<file path="src/rtl/rcsfd_pkg.sv">
// ----------------------------------------------------------------------------
// rcsfd_pkg
// Shared types and constants of the servo frame decoder.
// ----------------------------------------------------------------------------
`default_nettype none

package rcsfd_pkg;

    localparam int NumChannels   = 14;
    localparam int ChIdxW        = (NumChannels > 1) ? $clog2(NumChannels) : 1;
    localparam int FrameDepth    = 32;
    localparam int FramePtrW     = 5;
    localparam int QueueDepth    = 2;
    localparam int QueuePtrW     = (QueueDepth > 1) ? $clog2(QueueDepth) : 1;
    localparam int QueueCountW   = $clog2(QueueDepth + 1);
    localparam int ApbAddrW      = 3;

    localparam logic [7:0]  FrameMax      = 8'h20;
    localparam logic [7:0]  FrameOverhead = 8'd3;
    localparam logic [7:0]  CmdChannels   = 8'h40;
    localparam logic [15:0] ChkInit       = 16'hFFFF;
    localparam logic [7:0]  GapMsReset    = 8'd3;

    // register index, taken from paddr[2]
    localparam logic RegGapMs = 1'b0;

    typedef enum logic [2:0] {
        PS_LENGTH  = 3'd0,
        PS_DATA    = 3'd1,
        PS_CHK_LO  = 3'd2,
        PS_CHK_HI  = 3'd3,
        PS_DISCARD = 3'd4
    } parse_state_t;

    // classified item passed from front to back
    typedef struct packed {
        logic       is_read;
        logic       resync;
        logic [7:0] data;
    } item_t;

endpackage

`default_nettype wire

</file>
<file path="src/rtl/rcsfd_req_if.sv">
// ----------------------------------------------------------------------------
// rcsfd_req_if
// Input channel: received bytes and channel read requests.
// ----------------------------------------------------------------------------
`default_nettype none

interface rcsfd_req_if;
    logic        valid;
    logic        ready;
    logic        func;
    logic [7:0]  rx_byte;
    logic [31:0] now_ms;
    logic [7:0]  channel_index;

    modport source (output valid, func, rx_byte, now_ms, channel_index, input ready);
    modport sink (input valid, func, rx_byte, now_ms, channel_index, output ready);
endinterface

`default_nettype wire

</file>
<file path="src/rtl/rcsfd_rsp_if.sv">
// ----------------------------------------------------------------------------
// rcsfd_rsp_if
// Output channel: read values and frame accept flags.
// ----------------------------------------------------------------------------
`default_nettype none

interface rcsfd_rsp_if;
    logic        valid;
    logic        ready;
    logic [15:0] read_value;
    logic        frame_accepted;

    modport source (output valid, read_value, frame_accepted, input ready);
    modport sink (input valid, read_value, frame_accepted, output ready);
endinterface

`default_nettype wire

</file>
<file path="src/rtl/rcsfd_front.sv">
// ----------------------------------------------------------------------------
// rcsfd_front
// Accepts items, checks the inter-byte gap and pushes classified items.
// ----------------------------------------------------------------------------
`default_nettype none

module rcsfd_front (
    input  wire logic             clk,
    input  wire logic             rst_n,
    input  wire logic [7:0]       gap_ms,
    rcsfd_req_if.sink             req,
    input  wire logic             q_full,
    output logic                  push,
    output rcsfd_pkg::item_t      push_item
);

    logic [31:0] last_time_reg;
    logic [31:0] last_time_next;
    logic [31:0] elapsed;

    assign req.ready = !q_full;
    assign push      = req.valid && !q_full;

    // wrapping difference against the previous byte
    assign elapsed = req.now_ms - last_time_reg;

    always_comb
    begin
        push_item.is_read = req.func;
        push_item.resync  = (elapsed >= {24'h000000, gap_ms});
        push_item.data    = req.func ? req.channel_index : req.rx_byte;
    end

    always_comb
    begin
        last_time_next = last_time_reg;
        if (push && !req.func)
        begin
            last_time_next = req.now_ms;
        end
    end

    always_ff @(posedge clk or negedge rst_n)
    begin
        if (!rst_n)
        begin
            last_time_reg <= '0;
        end
        else
        begin
            last_time_reg <= last_time_next;
        end
    end

endmodule

`default_nettype wire

</file>
<file path="src/rtl/rcsfd_queue.sv">
// ----------------------------------------------------------------------------
// rcsfd_queue
// Short FIFO of classified items between front and back.
// ----------------------------------------------------------------------------
`default_nettype none

module rcsfd_queue (
    input  wire logic             clk,
    input  wire logic             rst_n,
    input  wire logic             push,
    input  wire rcsfd_pkg::item_t push_item,
    output logic                  full,
    input  wire logic             pop,
    output logic                  q_valid,
    output rcsfd_pkg::item_t      q_item
);

    localparam logic [rcsfd_pkg::QueuePtrW-1:0] LastPtr =
        rcsfd_pkg::QueuePtrW'(rcsfd_pkg::QueueDepth - 1);
    localparam logic [rcsfd_pkg::QueueCountW-1:0] FullCount =
        rcsfd_pkg::QueueCountW'(rcsfd_pkg::QueueDepth);

    rcsfd_pkg::item_t                      entry_reg [rcsfd_pkg::QueueDepth];
    logic [rcsfd_pkg::QueuePtrW-1:0]       wr_ptr_reg;
    logic [rcsfd_pkg::QueuePtrW-1:0]       wr_ptr_next;
    logic [rcsfd_pkg::QueuePtrW-1:0]       rd_ptr_reg;
    logic [rcsfd_pkg::QueuePtrW-1:0]       rd_ptr_next;
    logic [rcsfd_pkg::QueueCountW-1:0]     count_reg;
    logic [rcsfd_pkg::QueueCountW-1:0]     count_next;

    assign full    = (count_reg == FullCount);
    assign q_valid = (count_reg != '0);
    assign q_item  = entry_reg[rd_ptr_reg];

    always_comb
    begin
        wr_ptr_next = wr_ptr_reg;
        rd_ptr_next = rd_ptr_reg;
        count_next  = count_reg;
        if (push)
        begin
            wr_ptr_next = (wr_ptr_reg == LastPtr) ? '0 : wr_ptr_reg + 1'b1;
        end
        if (pop)
        begin
            rd_ptr_next = (rd_ptr_reg == LastPtr) ? '0 : rd_ptr_reg + 1'b1;
        end
        if (push && !pop)
        begin
            count_next = count_reg + 1'b1;
        end
        else if (pop && !push)
        begin
            count_next = count_reg - 1'b1;
        end
    end

    always_ff @(posedge clk or negedge rst_n)
    begin
        if (!rst_n)
        begin
            wr_ptr_reg <= '0;
            rd_ptr_reg <= '0;
            count_reg  <= '0;
        end
        else
        begin
            wr_ptr_reg <= wr_ptr_next;
            rd_ptr_reg <= rd_ptr_next;
            count_reg  <= count_next;
        end
    end

    always_ff @(posedge clk)
    begin
        if (push)
        begin
            entry_reg[wr_ptr_reg] <= push_item;
        end
    end

    a_no_push_when_full: assert property (@(posedge clk) disable iff (!rst_n)
        full |-> !push)
        else $error("item pushed into full queue");

    a_no_pop_when_empty: assert property (@(posedge clk) disable iff (!rst_n)
        pop |-> q_valid)
        else $error("item popped from empty queue");

endmodule

`default_nettype wire

</file>
<file path="src/rtl/rcsfd_back.sv">
// ----------------------------------------------------------------------------
// rcsfd_back
// Frame parser, checksum, channel store and output register.
// ----------------------------------------------------------------------------
`default_nettype none

module rcsfd_back (
    input  wire logic             clk,
    input  wire logic             rst_n,
    input  wire logic             q_valid,
    input  wire rcsfd_pkg::item_t q_item,
    output logic                  pop,
    rcsfd_rsp_if.source           rsp
);

    rcsfd_pkg::parse_state_t            state_reg;
    rcsfd_pkg::parse_state_t            state_next;
    rcsfd_pkg::parse_state_t            cur_state;
    logic [rcsfd_pkg::FramePtrW-1:0]    ptr_reg;
    logic [rcsfd_pkg::FramePtrW-1:0]    ptr_next;
    logic [rcsfd_pkg::FramePtrW-1:0]    ptr_inc;
    logic [rcsfd_pkg::FramePtrW-1:0]    len_reg;
    logic [rcsfd_pkg::FramePtrW-1:0]    len_next;
    logic [15:0]                        csum_reg;
    logic [15:0]                        csum_next;
    logic [7:0]                         chk_lo_reg;
    logic [7:0]                         chk_lo_next;
    logic [7:0]                         frame_reg [rcsfd_pkg::FrameDepth];
    logic [15:0]                        chan_reg [rcsfd_pkg::NumChannels];

    logic        byte_item;
    logic        length_ok;
    logic        chk_ok;
    logic        frame_we;
    logic        latch_en;
    logic        accepted;
    logic [15:0] rd_value;

    logic        rsp_valid_reg;
    logic [15:0] read_value_reg;
    logic        accepted_reg;

    assign pop       = q_valid && (!rsp_valid_reg || rsp.ready);
    assign byte_item = pop && !q_item.is_read;

    // a long enough silence forces the length byte
    assign cur_state = q_item.resync ? rcsfd_pkg::PS_LENGTH : state_reg;
    assign ptr_inc   = ptr_reg + 1'b1;
    assign length_ok = (q_item.data <= rcsfd_pkg::FrameMax)
                    && (q_item.data > rcsfd_pkg::FrameOverhead);
    assign chk_ok    = (csum_reg == {q_item.data, chk_lo_reg})
                    && (frame_reg[0] == rcsfd_pkg::CmdChannels);

    always_comb
    begin
        state_next = state_reg;
        if (byte_item)
        begin
            unique case (cur_state)
                rcsfd_pkg::PS_LENGTH:
                begin
                    state_next = length_ok ? rcsfd_pkg::PS_DATA : rcsfd_pkg::PS_DISCARD;
                end
                rcsfd_pkg::PS_DATA:
                begin
                    state_next = (ptr_inc == len_reg) ? rcsfd_pkg::PS_CHK_LO
                                                      : rcsfd_pkg::PS_DATA;
                end
                rcsfd_pkg::PS_CHK_LO:
                begin
                    state_next = rcsfd_pkg::PS_CHK_HI;
                end
                default:
                begin
                    state_next = rcsfd_pkg::PS_DISCARD;
                end
            endcase
        end
    end

    always_comb
    begin
        ptr_next    = ptr_reg;
        len_next    = len_reg;
        csum_next   = csum_reg;
        chk_lo_next = chk_lo_reg;
        frame_we    = 1'b0;
        latch_en    = 1'b0;
        accepted    = 1'b0;
        if (byte_item)
        begin
            unique case (cur_state)
                rcsfd_pkg::PS_LENGTH:
                begin
                    if (length_ok)
                    begin
                        ptr_next  = '0;
                        len_next  = rcsfd_pkg::FramePtrW'(q_item.data
                                                          - rcsfd_pkg::FrameOverhead);
                        csum_next = rcsfd_pkg::ChkInit - {8'h00, q_item.data};
                    end
                end
                rcsfd_pkg::PS_DATA:
                begin
                    frame_we  = 1'b1;
                    ptr_next  = ptr_inc;
                    csum_next = csum_reg - {8'h00, q_item.data};
                end
                rcsfd_pkg::PS_CHK_LO:
                begin
                    chk_lo_next = q_item.data;
                end
                rcsfd_pkg::PS_CHK_HI:
                begin
                    latch_en = chk_ok;
                    accepted = chk_ok;
                end
                default:
                begin
                    accepted = 1'b0;
                end
            endcase
        end
    end

    always_comb
    begin
        rd_value = '0;
        if (q_item.is_read && (q_item.data < 8'(rcsfd_pkg::NumChannels)))
        begin
            rd_value = chan_reg[q_item.data[rcsfd_pkg::ChIdxW-1:0]];
        end
    end

    always_ff @(posedge clk or negedge rst_n)
    begin
        if (!rst_n)
        begin
            state_reg  <= rcsfd_pkg::PS_LENGTH;
            ptr_reg    <= '0;
            len_reg    <= '0;
            csum_reg   <= '0;
            chk_lo_reg <= '0;
        end
        else
        begin
            state_reg  <= state_next;
            ptr_reg    <= ptr_next;
            len_reg    <= len_next;
            csum_reg   <= csum_next;
            chk_lo_reg <= chk_lo_next;
        end
    end

    // frame buffer and channel store read back zeros after reset
    always_ff @(posedge clk or negedge rst_n)
    begin
        if (!rst_n)
        begin
            for (int i = 0; i < rcsfd_pkg::FrameDepth; i++)
            begin
                frame_reg[i] <= '0;
            end
            for (int k = 0; k < rcsfd_pkg::NumChannels; k++)
            begin
                chan_reg[k] <= '0;
            end
        end
        else
        begin
            if (frame_we)
            begin
                frame_reg[ptr_reg] <= q_item.data;
            end
            if (latch_en)
            begin
                for (int k = 0; k < rcsfd_pkg::NumChannels; k++)
                begin
                    chan_reg[k] <= {frame_reg[rcsfd_pkg::FramePtrW'(2 * k + 2)],
                                    frame_reg[rcsfd_pkg::FramePtrW'(2 * k + 1)]};
                end
            end
        end
    end

    always_ff @(posedge clk or negedge rst_n)
    begin
        if (!rst_n)
        begin
            rsp_valid_reg <= 1'b0;
        end
        else if (pop)
        begin
            rsp_valid_reg <= 1'b1;
        end
        else if (rsp.ready)
        begin
            rsp_valid_reg <= 1'b0;
        end
    end

    always_ff @(posedge clk)
    begin
        if (pop)
        begin
            read_value_reg <= rd_value;
            accepted_reg   <= accepted;
        end
    end

    assign rsp.valid          = rsp_valid_reg;
    assign rsp.read_value     = read_value_reg;
    assign rsp.frame_accepted = accepted_reg;

    a_accept_has_no_value: assert property (@(posedge clk) disable iff (!rst_n)
        (rsp_valid_reg && accepted_reg) |-> (read_value_reg == '0))
        else $error("accepted frame carries a read value");

    a_pointer_in_frame: assert property (@(posedge clk) disable iff (!rst_n)
        (state_reg == rcsfd_pkg::PS_DATA) |-> (ptr_reg < len_reg))
        else $error("byte pointer ran past payload length");

    a_pop_loads_output: assert property (@(posedge clk) disable iff (!rst_n)
        pop |=> rsp_valid_reg)
        else $error("popped item did not reach the output register");

endmodule

`default_nettype wire

</file>
<file path="src/rtl/rc_serial_frame_decoder.sv">
// ----------------------------------------------------------------------------
// rc_serial_frame_decoder
// Servo frame decoder top level: APB register, front, queue and back.
// ----------------------------------------------------------------------------
// One item is taken per clock cycle as long as the output side keeps up.
// A byte item or channel read enters the front, which checks the silence
// against gap_ms, and waits in a two-entry queue; the back parses one item
// per cycle while the output register is free or being read, and its result
// is registered into the output register as the item is popped. The parser
// and channel latch in the back set this rate. Every item gives exactly one
// result: read_value for reads, frame_accepted for bytes.
// gap_ms sits at byte address 0 and should be written only while idle.
`default_nettype none

module rc_serial_frame_decoder (
    input  wire logic                            clk,
    input  wire logic                            rst_n,
    rcsfd_req_if.sink                            req,
    rcsfd_rsp_if.source                          rsp,
    input  wire logic                            psel,
    input  wire logic                            penable,
    input  wire logic                            pwrite,
    input  wire logic [rcsfd_pkg::ApbAddrW-1:0]  paddr,
    input  wire logic [31:0]                     pwdata,
    output logic [31:0]                          prdata,
    output logic                                 pready
);

    logic [7:0]        gap_ms_reg;
    logic [7:0]        gap_ms_next;
    logic              reg_sel;
    logic              q_full;
    logic              push;
    logic              pop;
    logic              q_valid;
    rcsfd_pkg::item_t  push_item;
    rcsfd_pkg::item_t  q_item;

    assign pready  = 1'b1;
    assign reg_sel = (paddr[2] == rcsfd_pkg::RegGapMs);
    assign prdata  = reg_sel ? {24'h000000, gap_ms_reg} : 32'h0;

    always_comb
    begin
        gap_ms_next = gap_ms_reg;
        if (psel && penable && pwrite && pready && reg_sel)
        begin
            gap_ms_next = pwdata[7:0];
        end
    end

    always_ff @(posedge clk or negedge rst_n)
    begin
        if (!rst_n)
        begin
            gap_ms_reg <= rcsfd_pkg::GapMsReset;
        end
        else
        begin
            gap_ms_reg <= gap_ms_next;
        end
    end

    rcsfd_front u_front (
        .clk       (clk),
        .rst_n     (rst_n),
        .gap_ms    (gap_ms_reg),
        .req       (req),
        .q_full    (q_full),
        .push      (push),
        .push_item (push_item)
    );

    rcsfd_queue u_queue (
        .clk       (clk),
        .rst_n     (rst_n),
        .push      (push),
        .push_item (push_item),
        .full      (q_full),
        .pop       (pop),
        .q_valid   (q_valid),
        .q_item    (q_item)
    );

    rcsfd_back u_back (
        .clk     (clk),
        .rst_n   (rst_n),
        .q_valid (q_valid),
        .q_item  (q_item),
        .pop     (pop),
        .rsp     (rsp)
    );

endmodule

`default_nettype wire
</file>
<file path="src/flat_wrapper.sv">
// flat-port wrapper written by rule: the top's interface ports become plain ports
module rc_serial_frame_decoder_flat 
  (clk, rst_n, psel, penable, pwrite, paddr, pwdata, prdata, pready, req_valid, req_func, req_rx_byte, req_now_ms, req_channel_index, req_ready, rsp_valid, rsp_read_value, rsp_frame_accepted, rsp_ready);
  rcsfd_req_if req_i ();
  rcsfd_rsp_if rsp_i ();
  input  wire logic clk;
  input  wire logic rst_n;
  input  wire logic psel;
  input  wire logic penable;
  input  wire logic pwrite;
  input  wire logic [rcsfd_pkg::ApbAddrW-1:0] paddr;
  input  wire logic [31:0] pwdata;
  output logic [31:0] prdata;
  output logic pready;
  input wire logic [$bits(req_i.valid)-1:0] req_valid;
  input wire logic [$bits(req_i.func)-1:0] req_func;
  input wire logic [$bits(req_i.rx_byte)-1:0] req_rx_byte;
  input wire logic [$bits(req_i.now_ms)-1:0] req_now_ms;
  input wire logic [$bits(req_i.channel_index)-1:0] req_channel_index;
  output wire logic [$bits(req_i.ready)-1:0] req_ready;
  output wire logic [$bits(rsp_i.valid)-1:0] rsp_valid;
  output wire logic [$bits(rsp_i.read_value)-1:0] rsp_read_value;
  output wire logic [$bits(rsp_i.frame_accepted)-1:0] rsp_frame_accepted;
  input wire logic [$bits(rsp_i.ready)-1:0] rsp_ready;
  assign req_i.valid = req_valid;
  assign req_i.func = req_func;
  assign req_i.rx_byte = req_rx_byte;
  assign req_i.now_ms = req_now_ms;
  assign req_i.channel_index = req_channel_index;
  assign req_ready = req_i.ready;
  assign rsp_valid = rsp_i.valid;
  assign rsp_read_value = rsp_i.read_value;
  assign rsp_frame_accepted = rsp_i.frame_accepted;
  assign rsp_i.ready = rsp_ready;
  rc_serial_frame_decoder u_core (.clk(clk), .rst_n(rst_n), .req(req_i), .rsp(rsp_i), .psel(psel), .penable(penable), .pwrite(pwrite), .paddr(paddr), .pwdata(pwdata), .prdata(prdata), .pready(pready));
endmodule
</file>
<file path="config.mk">
export PLATFORM = sky130hd
export DESIGN_NAME = rc_serial_frame_decoder_flat
export DESIGN_NICKNAME = d
export VERILOG_FILES = /design/src/rtl/rcsfd_pkg.sv /design/src/rtl/rcsfd_req_if.sv /design/src/rtl/rcsfd_rsp_if.sv /design/src/rtl/rcsfd_front.sv /design/src/rtl/rcsfd_queue.sv /design/src/rtl/rcsfd_back.sv /design/src/rtl/rc_serial_frame_decoder.sv /design/src/flat_wrapper.sv
export SDC_FILE = /design/constraint.sdc
export NUM_CORES = 1
export LEC_CHECK = 0
export ABC_AREA = 1
export BUFFER_PORTS_ARGS = -buffer_cell sky130_fd_sc_hd__buf_4
export CORE_UTILIZATION = 60
export CTS_CLUSTER_SIZE = 14
export DETAILED_ROUTE_END_ITERATION = 6
export GPL_TIMING_DRIVEN = 1
export PLACE_DENSITY = 0.9
export SETUP_SLACK_MARGIN = 0.02
export SYNTH_ARGS = -nofsm -noshare
export SYNTH_HDL_FRONTEND = slang
export SYNTH_HIERARCHICAL = 1
export SYNTH_SLANG_ARGS = --single-unit
</file>
<file path="constraint.sdc">
create_clock -name clk -period 5.17 [get_ports clk]
set_input_delay 1.034 -clock clk [delete_from_list [all_inputs] [get_ports clk]]
set_output_delay 1.034 -clock clk [all_outputs]
set_load 0.05 [all_outputs]
</file>
======== After elaboration in Yosys (flattened, before gate mapping) ========
Memory sizes are Yosys's and may differ from the RTL's.
Index checks and enable logic that the tools add are counted.
word-level totals
  output and inout bits ................... 52
  memories ................................ 1
  memory bits (writable) .................. 20
  word-level logic and storage cells ...... 137
  register bits after elaboration ......... 475
  input bits .............................. 91
operators by class
  eq/ne operators ......................... 8
  reductions and logical operators ........ 28
  muxes and demuxes ....................... 28
  add/subtract/negate cells ............... 9
  bitwise gates (word level) .............. 3
  $lt $le $gt $ge ......................... 7
memories
  name                      depth  bits a word  read ports  clocked after Yosys merged registers in  wr ports  line               text
  u_core.u_queue.entry_reg  2      10           1           0                                        1         rcsfd_queue.sv:23  rcsfd_pkg::item_t entry_reg [rcsfd_pkg::QueueDepth];
operator list
  kind                    count
  $bwmux W256             1
  $bmux W16 S4            1
  $mux W16                3
  $demux W8 S5            1
  $ge A32 B8 Y1           1
  $pmux W16 S2            1
  $sub A32 B32 Y32        1
  $mux W8                 3
  $eq A16 B16 Y1          1
  $sub A16 B8 Y16         1
  $logic_and A1 B1 Y1     13
  $mux W1                 10
  $pmux W5 S2             1
  $sub A1 B9 Y10 const A  1
  $pmux W3 S3             1
  $eq A8 B7 Y1 const B    1
  $gt A8 B2 Y1 const B    1
  $le A8 B6 Y1 const B    1
  $lt A8 B4 Y1 const B    1
  $reduce_bool A2 Y1      4
  $eq A3 B2 Y1 const B    2
  $ge A6 B6 Y1 const B    1
  $logic_not A1 Y1        6
  $lt A6 B1 Y1 const B    1
  other kinds (20)        25

======== Longest topological paths before layout ========
Gate-level depths: netlist of run 1.
  word-level depth ........................ 7
  depth in mapped cells ................... 22
  gate-level depth less buffers ........... 22

======== By module ========
The synthesis of run 1 kept the hierarchy.
by module, submodules not included
  module                   seq. area each (µm²)  cells an instance  area each (µm²)  instances
  rcsfd_back               7,667.4               1,600              13,965.9         1
  rcsfd_front              800.8                 728                4,127.7          1
  rcsfd_queue              700.7                 56                 964.7            1
  rc_serial_frame_decoder  202.7                 81                 611.8            1

======== Worst setup path before layout of run 1 ========
No wires, ideal clock.
  kind .................................... input to register
  start point ............................. input port req_now_ms[0]
  end point ............................... memory u_core/u_queue/entry_reg[0][8] (netlist bit) (data pin)
  buffers on the path ..................... 0
  data arrival time ....................... 3,018 ps
  setup time .............................. 265 ps
  stages on the path ...................... 21
  data required time ...................... 4,905 ps
  setup slack ............................. 1,887 ps
  cells stage by stage .................... inv_1 > ha_1 > fa_1 > inv_1 > nand2_1 > nand2_1 > and2_1 > xor2_1 > ha_1 > nand2_1 > inv_1 > nand2_1 > nand2_1 > nand2_1 > nand2_1 > nor2_1 > nand2_1 > nor2_1 > nand2_1 > nor2_2 > nand3_1
RTL lines
  what                line                text
  start: declaration  flat_wrapper.sv:18  input wire logic [$bits(req_i.now_ms)-1:0] req_now_ms;
  end: declaration    rcsfd_queue.sv:23

==> results of run 1 <==
==> cells by family (layout without fill, tap and decap cells) <==
group / count (synthesis) / after routing
muxes: 11 / 11
other: 2 / 25
adders and majority gates: 55 / 55
DFF: 367 / 367
AOI/OAI and AO/OA: 340 / 340
buffers and inverters: 373 / 413
xor gates and xnor gates: 31 / 31
and+or+nand+nor: 1286 / 1286
==> how the worst min path moves through the flow <==
stage	depth (start not counted)	slack, ns	from	to
floorplan	2	0.44	u_core/u_back/chan_reg[112]	u_core/u_back/chan_reg[112]
global placement	2	0.45	u_core/u_back/chan_reg[223]	u_core/u_back/chan_reg[223]
detailed placement	2	0.45	u_core/u_back/chan_reg[212]	u_core/u_back/chan_reg[212]
CTS	2	0.47	u_core/u_back/chan_reg[206]	u_core/u_back/chan_reg[206]
global route	2	0.48	u_core/u_back/chan_reg[213]	u_core/u_back/chan_reg[213]
finish	2	0.47	u_core/u_back/chan_reg[155]	u_core/u_back/chan_reg[155]
==> worst max-delay path, stage by stage, from the launching register on <==
cell and delay, ns:
dfrtp_1 0.72, mux2_4 0.77, xor2_1 0.16, nor3_1 0.23, nand2_1 0.11, nor2_4 0.35, buf_4 0.91, nand3_1 0.19
nand2_1 0.14
==> per-stage QoR <==
stage	instance area, um^2	total power, mW	utilization	hold WS, ns
after CTS	21600	10.5	0.677	0.468
after floorplan	19800	6.64	-	0.437
after detailed placement	20400	7.77	0.639	0.453
final	21600	10.5	0.677	0.465
after global placement	20400	7.67	0.639	0.448
after global routing	21600	11.1	0.677	0.480
==> cell usage in the layout, fill, tap and decap left out, types with 3 or more instances in the layout <==
cell type and instances:
nand2_1 790, dfrtp_1 328, inv_1 221, nand3_1 204, nor2_1 187, o21ai_1 112, buf_4 101, o21ai_0 97
a21oi_1 74, ha_1 53, clkbuf_16 39, edfxtp_1 37, conb_1 25, o22ai_1 20, nand4_1 17, xor2_1 16
nand2_2 15, xnor2_1 15, nand3_4 14, o21a_1 14, inv_2 13, clkbuf_1 11, nor3_1 11, nor2_2 9
mux2_4 9, clkbuf_8 7, nand3b_1 7, a31oi_1 7, o21ai_2 6, clkinv_2 5, clkinv_1 5, nor2_4 5
nor3_4 5, nand2_4 4, nand3_2 4, and2_1 4, nor3_2 4, buf_12 3
==> layout make-up <==
type	count	share of cell area
inverter	240	0.0418
clock buffer	57	0.0516
timing repair buffer	105	0.0386
clock inverter	11	0.00522
sequential	367	0.434
multi-input combinational	1748	0.404
tap	435	0.0252
==> power by group <==
group | internal (mW) | total (mW) | switching, mW
sequential | 3.26 | 3.51 | 0.249
combinational | 1.33 | 4.31 | 2.98
clock | 1.55 | 2.67 | 1.12
==> routing by layer <==
layer  vias to the layer above  part of all wire  wire length [um]  global-route usage
li1                       7933                 -                 -                   -
met3                       113             0.075              3600              0.0403
met5                         -                 0                 0                   0
met1                      7887              0.41             19500               0.385
met2                       704              0.49             23300               0.506
met4                         0             0.027              1280              0.0923
==> impl_metrics.env, run 1 <==
export IMPL_outcome="finished, final reports clean"
export IMPL_cts_setup_buffers=0
export IMPL_placementRows=65
export IMPL_synth_top_family_by_area="simple AND/OR/NAND/NOR gates"
export IMPL_yosys_top_cells_area="dfrtp_1 42%, nand2_1 15%, edfxtp_1 5.6%, nand3_1 5.2%, inv_1 4.2%"
export IMPL_drv_cap=0
export IMPL_groute_usage_overall=0.294
export IMPL_crit_start="u_core/u_queue/rd_ptr_reg"
export IMPL_rr_startpoint="u_core/u_queue/rd_ptr_reg"
export IMPL_cts_max_level=2
export IMPL_nNetsFinal=2646
export IMPL_finalCritPeriodShare=0.733
export IMPL_placedCellCount=2895
export IMPL_ant_nets=0
export IMPL_critPathCaptureType="flip-flop"
export IMPL_yosys_top_cells_count="792 x nand2_1, 328 x dfrtp_1, 221 x inv_1"
export IMPL_synth_xor_area_frac=0.0138
export IMPL_endpoint="u_core/u_back/chan_reg[98]"
export IMPL_cts_buffer_depth=3
export IMPL_yosys_area_share_simple=0.287
export IMPL_p_leak_nw=11.1
export IMPL_hold_viol_final=0
export IMPL_synth_cell_types=54
export IMPL_ff_latch_area_mm2=0.00937
export IMPL_routed_wl_um=47600
export IMPL_reg2regPathDepth=8
export IMPL_seq_area_frac_synth=0.476
export IMPL_die_area_mm2=0.0335
export IMPL_start_kind="flip-flop"
export IMPL_synth_warnings=6
export IMPL_syn_avg_cell_area_um2=7.98
export IMPL_vias=16637
export IMPL_worstPathRequired_ns=5.63
export IMPL_start_util=0.617
export IMPL_slew_headroom=0.220
export IMPL_largest_reg_flops=128
export IMPL_core_area_mm2=0.0319
export IMPL_ctsHoldBuffers=0
export IMPL_ir_drop_v=0.000405
export IMPL_maxSlewViolCount=0
export IMPL_regToRegEndpoint="u_core/u_back/chan_reg[98]"
export IMPL_clock_root_buffer="clkbuf_16"
export IMPL_worstSetupPathType="reg -> reg"
export IMPL_antenna_found_initial=0
export IMPL_muxShareOfSynthArea=0.00801
export IMPL_port_buffers=91
export IMPL_grt_max_degree=124
export IMPL_synth_seq_cells=367
export IMPL_finalWeightedCongestion=0.895
export IMPL_drcViolationCount=0
export IMPL_regToRegSetupSlack_ns=1.38
export IMPL_cts_resized=0
export IMPL_drive_above_1_share=0.103
export IMPL_powerDensity_mw_per_mm2=486
export IMPL_clkTransAtPathRegs_ns=0.06
export IMPL_globalRouteOverflowTotal=0
export IMPL_async_flop_share=0.899
export IMPL_vias_per_cell=5.61
export IMPL_cts_tree="done"
export IMPL_fmax_mhz=264
export IMPL_num_antenna_cells=0
export IMPL_die_h_um=183
export IMPL_fin_skew_ns=0.0179
export IMPL_critPathMaxFanout=109
export IMPL_drt_pass1_iterations=6
export IMPL_netlist_instances=2465
export IMPL_insertion_delay_ns=0.54
export IMPL_crit_arrival_ns=4.25
export IMPL_setup_total_negative_slack_ns=0
export IMPL_synthesis_area_mm2=0.0197
export IMPL_synth_compound_area_share=0.0926
export IMPL_dpl_hpwl_um=30900
export IMPL_pin_count=143
export IMPL_ys_flop_type="dfrtp_1"
export IMPL_multi_input_area_mm2=0.00871
export IMPL_routedWlPerCell_um=16.1
export IMPL_fillCellCount=2496
export IMPL_hold_path_class="reg -> reg"
export IMPL_tightest_slew_ns=1.17
export IMPL_post_place_ws_ns=1.40
export IMPL_clock_sinks=367
export IMPL_cts_buffers=38
export IMPL_drt_iter0_markers=1596
export IMPL_netlist_area_leader_share=0.417
export IMPL_final_setup_worst_slack_ns=1.38
export IMPL_synth_edf_count=37
export IMPL_die_w_um=183
export IMPL_yosysTopAreaCell="dfrtp_1"
export IMPL_grt_pass1_vias=16051
export IMPL_synthAdderAreaFrac=0.0357
export IMPL_rsz0062_at_grt="no"
export IMPL_period_minus_slack_ns=3.79
export IMPL_syn2layout_area_growth_pct=9.76
export IMPL_synth_most_common_cell="nand2_1"
export IMPL_setup_viol=0
export IMPL_grt_pass1_wl_um=79200
export IMPL_stdcell_count=2963
Note: power is estimated with default switching activity, not from simulation.
==> run 2: changes to the inputs <==
==> constraint.sdc (replaced) <==
create_clock -name clk -period 3.5 [get_ports clk]
set_input_delay 0.7 -clock clk [delete_from_list [all_inputs] [get_ports clk]]
set_output_delay 0.7 -clock clk [all_outputs]
set_load 0.05 [all_outputs]
==> run 2 against run 1 <==
Register-to-register slack got worse by 0.85 ns. Core utilization is 0.77 points higher. Combinational power rose by 52%. Largest power group unchanged. Largest cell class unchanged.
==> impl_metrics.env, run 2 (same netlist as run 1, synthesis figures left out) <==
export IMPL_maxSlewViolCount=0
export IMPL_p_leak_nw=11.2
export IMPL_fmax_mhz=337
export IMPL_finalPower_mw=15.8
export IMPL_antenna_found_initial=0
export IMPL_regToRegSetupSlack_ns=0.54
export IMPL_worstSetupPathType="reg -> reg"
export IMPL_groute_usage_overall=0.303
export IMPL_grt_max_degree=121
export IMPL_tightest_slew_ns=0.869
export IMPL_clock_sinks=367
export IMPL_holdWs_ns=0.138
export IMPL_globalRouteOverflowTotal=0
export IMPL_setup_total_negative_slack_ns=0
export IMPL_drv_cap=0
export IMPL_dpl_hpwl_um=32100
export IMPL_routedWlPerCell_um=16.5
export IMPL_vias_per_cell=5.63
export IMPL_num_antenna_cells=0
export IMPL_critPathMaxFanout=67
export IMPL_drt_iter0_markers=1449
export IMPL_grt_pass1_vias=16903
export IMPL_nNetsFinal=2668
export IMPL_cts_buffers=38
export IMPL_worstPathRequired_ns=3.97
export IMPL_finalCritPeriodShare=0.847
export IMPL_cts_resized=0
export IMPL_routed_wl_um=49300
export IMPL_swShare=0.414
export IMPL_crit_arrival_ns=3.44
export IMPL_cts_tree="done"
export IMPL_final_common_cell="nand2_1"
export IMPL_clock_root_buffer="clkbuf_16"
export IMPL_seqPwrFrac=0.328
export IMPL_drt_pass1_iterations=6
export IMPL_post_place_ws_ns=0.0878
export IMPL_final_area_mm2=0.0218
export IMPL_p_switching_mw=6.54
export IMPL_finalWeightedCongestion=0.924
export IMPL_hold_path_class="in -> async"
export IMPL_rsz0062_at_grt="no"
export IMPL_pin_count=143
export IMPL_die_w_um=183
export IMPL_slew_headroom=0.419
export IMPL_final_setup_worst_slack_ns=0.535
export IMPL_core_area_mm2=0.0319
export IMPL_powerDensity_mw_per_mm2=723
export IMPL_mostFrequentLayoutCells="790 x nand2_1, 328 x dfrtp_1, 221 x inv_1"
export IMPL_syn2layout_area_growth_pct=11.0
export IMPL_drive_above_1_share=0.110
export IMPL_insertion_delay_ns=0.54
export IMPL_placementRows=65
export IMPL_grt_pass1_wl_um=81700
export IMPL_start_kind="flip-flop"
export IMPL_clkPwrFrac=0.259
export IMPL_cts_max_level=2
export IMPL_p_int_mw=9.25
export IMPL_port_buffers=91
export IMPL_outcome="finished, final reports clean"
export IMPL_hold_viol_final=0
export IMPL_ctsHoldBuffers=0
export IMPL_vias=16807
export IMPL_ir_drop_v=0.000507
export IMPL_start_util=0.617
export IMPL_largest_reg_flops=128
export IMPL_combPwrFrac=0.414
export IMPL_fin_skew_ns=0.0118
export IMPL_dpl_instance_area_mm2=0.0206
export IMPL_critPathCaptureType="flip-flop"
export IMPL_setup_viol=0
export IMPL_cts_buffer_depth=3
export IMPL_period_minus_slack_ns=2.96
export IMPL_clkTransAtPathRegs_ns=0.06
export IMPL_die_h_um=183
export IMPL_cts_setup_buffers=0
export IMPL_die_area_mm2=0.0335
export IMPL_ant_nets=0
export IMPL_drcViolationCount=0
## run 2: metal layers
layer / wire (um) / track usage / vias to the layer above
met3: 4060 / 0.0554 / 137
met1: 19500 / 0.373 / 7912
met5: 0 / 0 / -
met4: 1570 / 0.114 / 0
met2: 24200 / 0.532 / 789
li1: - / - / 7969
## run 2: final timing paths
path	cells past startpoint	start	endpoint
hold / removal	1	rst_n	u_core/u_back/chan_reg[193]
min in group clk	3	pwdata[1]	u_core/gap_ms_reg[1]
setup / recovery	13	u_core/u_queue/rd_ptr_reg	u_core/u_back/chan_reg[139]
hold reg to reg	2	u_core/u_back/chan_reg[119]	u_core/u_back/chan_reg[119]
max in group asynchronous	2	rst_n	u_core/u_back/frame_reg[171]
setup reg to reg	13	u_core/u_queue/rd_ptr_reg	u_core/u_back/chan_reg[139]
## run 2: metrics by stage
step                      std cells   util
after global placement         2917  0.645
after global routing           2986  0.685
after detailed placement       2917  0.645
after floorplan                2488      -
final                          2986  0.685
after CTS                      2986  0.685
## run 2: area by class of cell
class | instances | area (um^2)
Inverter | 240 | 903
Multi-Input combinational cell | 1748 | 8710
Clock buffer | 57 | 1080
Tap cell | 435 | 544
Timing Repair Buffer | 127 | 1040
Sequential cell | 367 | 9370
Fill cell | 2412 | 10000
Clock inverter | 12 | 185
## run 2: power groups by stage
| stage | Sequential (mW) | Clock (mW) | Combinational [mW] |
|---|---|---|---|
| 2_1_floorplan | 5.41 | 0 | 4.40 |
| 3_3_place_gp | 5.21 | 0 | 6.21 |
| 3_5_place_dp | 5.24 | 0 | 6.37 |
| 4_1_cts | 5.17 | 4.15 | 6.44 |
| 5_1_grt | 5.21 | 4.31 | 7.21 |
| 6_report | 5.17 | 4.08 | 6.54 |
## run 2: worst max-delay path, stage by stage (launching register included)
cell and delay (ns):
dfrtp_1 0.51, buf_4 0.24, mux2_4 0.36, inv_1 0.20
buf_4 0.25, nand2_1 0.07, nand4_1 0.07, nor2_1 0.06
nand2_1 0.11, nor2_4 0.06, nand2_4 0.07, buf_4 0.61
nand2_1 0.15, nand2_1 0.11
